### src/hw/rtl/tbo_mul.sv
// Registered signed multiplier used by every product stage.
// Depends on nothing; the enable holds the product while the pipe stalls.
module tbo_mul #(
  parameter int AW = 26,
  parameter int BW = 26
) (
  input  logic                      clk,
  input  logic                      en,
  input  logic signed [AW-1:0]      a,
  input  logic signed [BW-1:0]      b,
  output logic signed [AW+BW-1:0]   p_r
);
  always_ff @(posedge clk) begin
    if (en) begin
      p_r <= a * b;
    end
  end
endmodule

### config.mk
export PLATFORM = sky130hd
export DESIGN_NAME = tbo_mul
export DESIGN_NICKNAME = d
export VERILOG_FILES = /design/src/hw/rtl/tbo_mul.sv
export SDC_FILE = /design/constraint.sdc
export NUM_CORES = 2
export LEC_CHECK = 0
export ABC_CLOCK_PERIOD_IN_PS = 10980
export BUFFER_PORTS_ARGS = -buffer_cell sky130_fd_sc_hd__buf_4
export CAP_MARGIN = 20
export CORE_AREA = 2 2 154 269
export CTS_CLUSTER_SIZE = 14
export DETAILED_ROUTE_END_ITERATION = 12
export DIE_AREA = 0 0 156 271
export HOLD_SLACK_MARGIN = 0.03
export PLACE_DENSITY_LB_ADDON = 0.1
export RECOVER_POWER = 100
export SLEW_MARGIN = 20
export SYNTH_ARGS = -nofsm -noshare
export SYNTH_HDL_FRONTEND = slang
export SYNTH_SLANG_ARGS = --single-unit
### constraint.sdc
create_clock -name clk -period 10.98 [get_ports clk]
set_input_delay 0.549 -clock clk [delete_from_list [all_inputs] [get_ports clk]]
set_output_delay 0.549 -clock clk [all_outputs]
set_load 0.01 [all_outputs]
==> impl_metrics.tcl <==
set metrics [dict create \
    cts_sinks 52 \
    maxCapViolCount 2 \
    met1_length_mm 21.62 \
    num_io_pins 106 \
    synth_top_cell_area_share_pct 54.38 \
    slowest_delay_ns 1.12 \
    gp_congestion 0.9569 \
    cts_hold_buf 0 \
    rsz0062_at_grt "no" \
    viasPerCell 5.851 \
    largest-register "p_r" \
    grt_max_degree 53 \
    wl_met2_mm 41.97 \
    drtPass1Iterations 5 \
    port_buffers 105 \
    final_cell_mix "inv_1, fa_1, nand2_1, and2_1, ha_1" \
    fmax_mhz 115.4 \
    layout_min_cycle_time_ns 8.664 \
    synth_simple_gate_area_share_pct 14.31 \
    yosysTopAreaCell "fa_1" \
    crit_fanout 26 \
    mostFrequentLayoutCell "inv_1" \
    synthToLayoutAreaGrowth_pct 3.327 \
    worst_pin_slew_ns 2.876 \
    grt_pass1_vias 21690 \
    antenna_left 0 \
    finalSetupTns_ns 0 \
    drt_iter0_markers 1120 \
    ctsResizeCount 0 \
    cts_buffers 5 \
    synth-xor-area-share_pct 1.910 \
    start_kind "primary input" \
    wl_per_cell_um 23.73 \
    cp.arrival_ns 8.72 \
    start_util_pct 65.46 \
    maxSlewHeadroom_pct -91.74 \
    grt_pass1_wl_mm 118.6 \
    finalCritPeriodShare_pct 78.91 \
    dp.final_hpwl_mm 63.24 \
    yosys-mux-area-fraction_pct 0 \
    cts_tree "yes" \
    path_common_cell "fa_1" \
    cts.clk_slew.worst_paths_ns 0.08 \
    ys_ff_latch 52 \
    grt_use_total_pct 38.52 \
    place_inst 3240 \
    syn-cell-area_um2 26140 \
    synth.distinct_cells 54 \
    antenna_found_initial 1 \
    post_cts_buffers 0 \
    yosysWarnings 0 \
    wl_mm 77.11 \
    slew_viol_final 80 \
    vias 19010 \
    crit_chain "clkbuf_1 -> nand2_1 -> inv_1 -> fa_1 -> fa_1 -> fa_1 -> inv_1 -> fa_1 -> inv_1 -> fa_1 -> inv_1 -> fa_1 -> inv_1 -> ha_1 -> nand2_1 -> or4_1 -> or4_1 -> o211ai_1 -> a21oi_1 -> o21ai_0 -> xor2_1" \
    die_h_um 271 \
    cts-root-buf "clkbuf_16" \
    min_path_type "primary input to flop" \
    crit_path_end_kind "flop" \
    die_area_um2 42280 \
    stdcell_count 3249 \
    cts_max_level 2 \
    hold_viol 0 \
    top_layer_used "met4" \
    synth_top_flop_cell "edfxtp_1" \
    postSynthAreaPerCell_um2 9.460 \
    ys_seq_area_share_pct 5.974 \
    die_x_um 156 \
    drc 0 \
    final-setup-viol-count 0 \
    largest_register_ffs 52 \
    cts_buffer_depth 2 \
    cp.buffers_inverters 6 \
    cpMaxStageDelayCell "clkbuf_1" \
    synth_compound_area_share_pct 4.083 \
    violations "max-capacitance violations, max-slew violations" \
    status "complete, but fails checks" \
    path_delay_family "adder cells" \
    reg_top3 "p_r x52" \
    n_fill_cell 3280 \
    synthTopCellsByArea "fa_1, inv_1, ha_1, and2_1, edfxtp_1" \
    min_from "b[0]" \
    synth_fp_nets 3673 \
    wl_met3_mm 3.558 \
    synth_top_family_by_area "adder cells" \
    async_reset_ff_share_pct 0 \
    cp.required_ns 11.04 \
    syn_inst 2763 \
    drive_above_1_share_pct 2.543 \
    rows 97 \
    fin_nets 3662 \
    crit_type "primary input to flop" \
    coreArea_um2 39930 \
    synth_edf_count 52 \
    synth_adder_area_share_pct 61.37 \
    crit_start "b[2]" \
    overflow 0 \
]
logic make-up (layout without fill, tap and decap cells):
group	count (synthesis)	in the layout
adder cells (fa/ha/maj)	856	856
buffers and inverters	860	850
other	0	1
XOR/XNOR	57	57
AND/OR/NAND/NOR	778	778
flip-flops	52	52
AO/OA/AOI/OAI	160	160
cell usage after synthesis (all sizes together), types with 4 or more instances:
cell,number
a31oi,4
fa,710
a21oi,57
xnor2,46
o21bai,8
xor2,11
nand2b,7
nor3,4
o21a,4
a21o,20
nand3,11
nand4,11
edfxtp,52
nand2,398
o21ai,26
and2,282
clkbuf,122
o211ai,9
ha,146
nor2,50
a211oi,9
inv,737
final cells by class:
cell class / count / area, um^2 / share of cell area, %
diodes: 1 / 2.502 / 0.009266
clock buffers: 5 / 125.1 / 0.4633
clock inverters: 3 / 25.02 / 0.09266
inverters: 737 / 2766 / 10.24
multi-input cells: 1851 / 21330 / 78.96
flip-flops and latches: 52 / 1562 / 5.782
well taps: 495 / 619.3 / 2.293
repair buffers: 105 / 581.8 / 2.154
stage by stage:
step | utilization, % | area (um^2) | hold slack [ns] | setup slack [ns]
finish | 67.64 | 27010 | 0.8193 | 2.316
global route | 67.63 | 27000 | 0.8174 | 1.989
detailed placement | 67.83 | 27080 | 0.9592 | 2.970
CTS | 68.20 | 27230 | 0.8084 | 3.308
global placement | 67.83 | 27080 | 0.9576 | 3.144
floorplan | - | 26140 | 0.6615 | 3.875
routing by layer:
metal  vias to the layer above  global-route usage [%]
met2                       805                   69.31
li1                       7898                       -
met3                       378                   4.789
met5                         -                       0
met4                         0                   38.51
met1                      9930                   36.12
final timing paths:
check	to	depth (start not counted)
setup / recovery	p_r[44]	21
hold / removal	p_r[0]	2
Power is left out: the tool's default activity adds up to more than one toggle a clock period on the data nets, which glitch-free logic cannot reach.
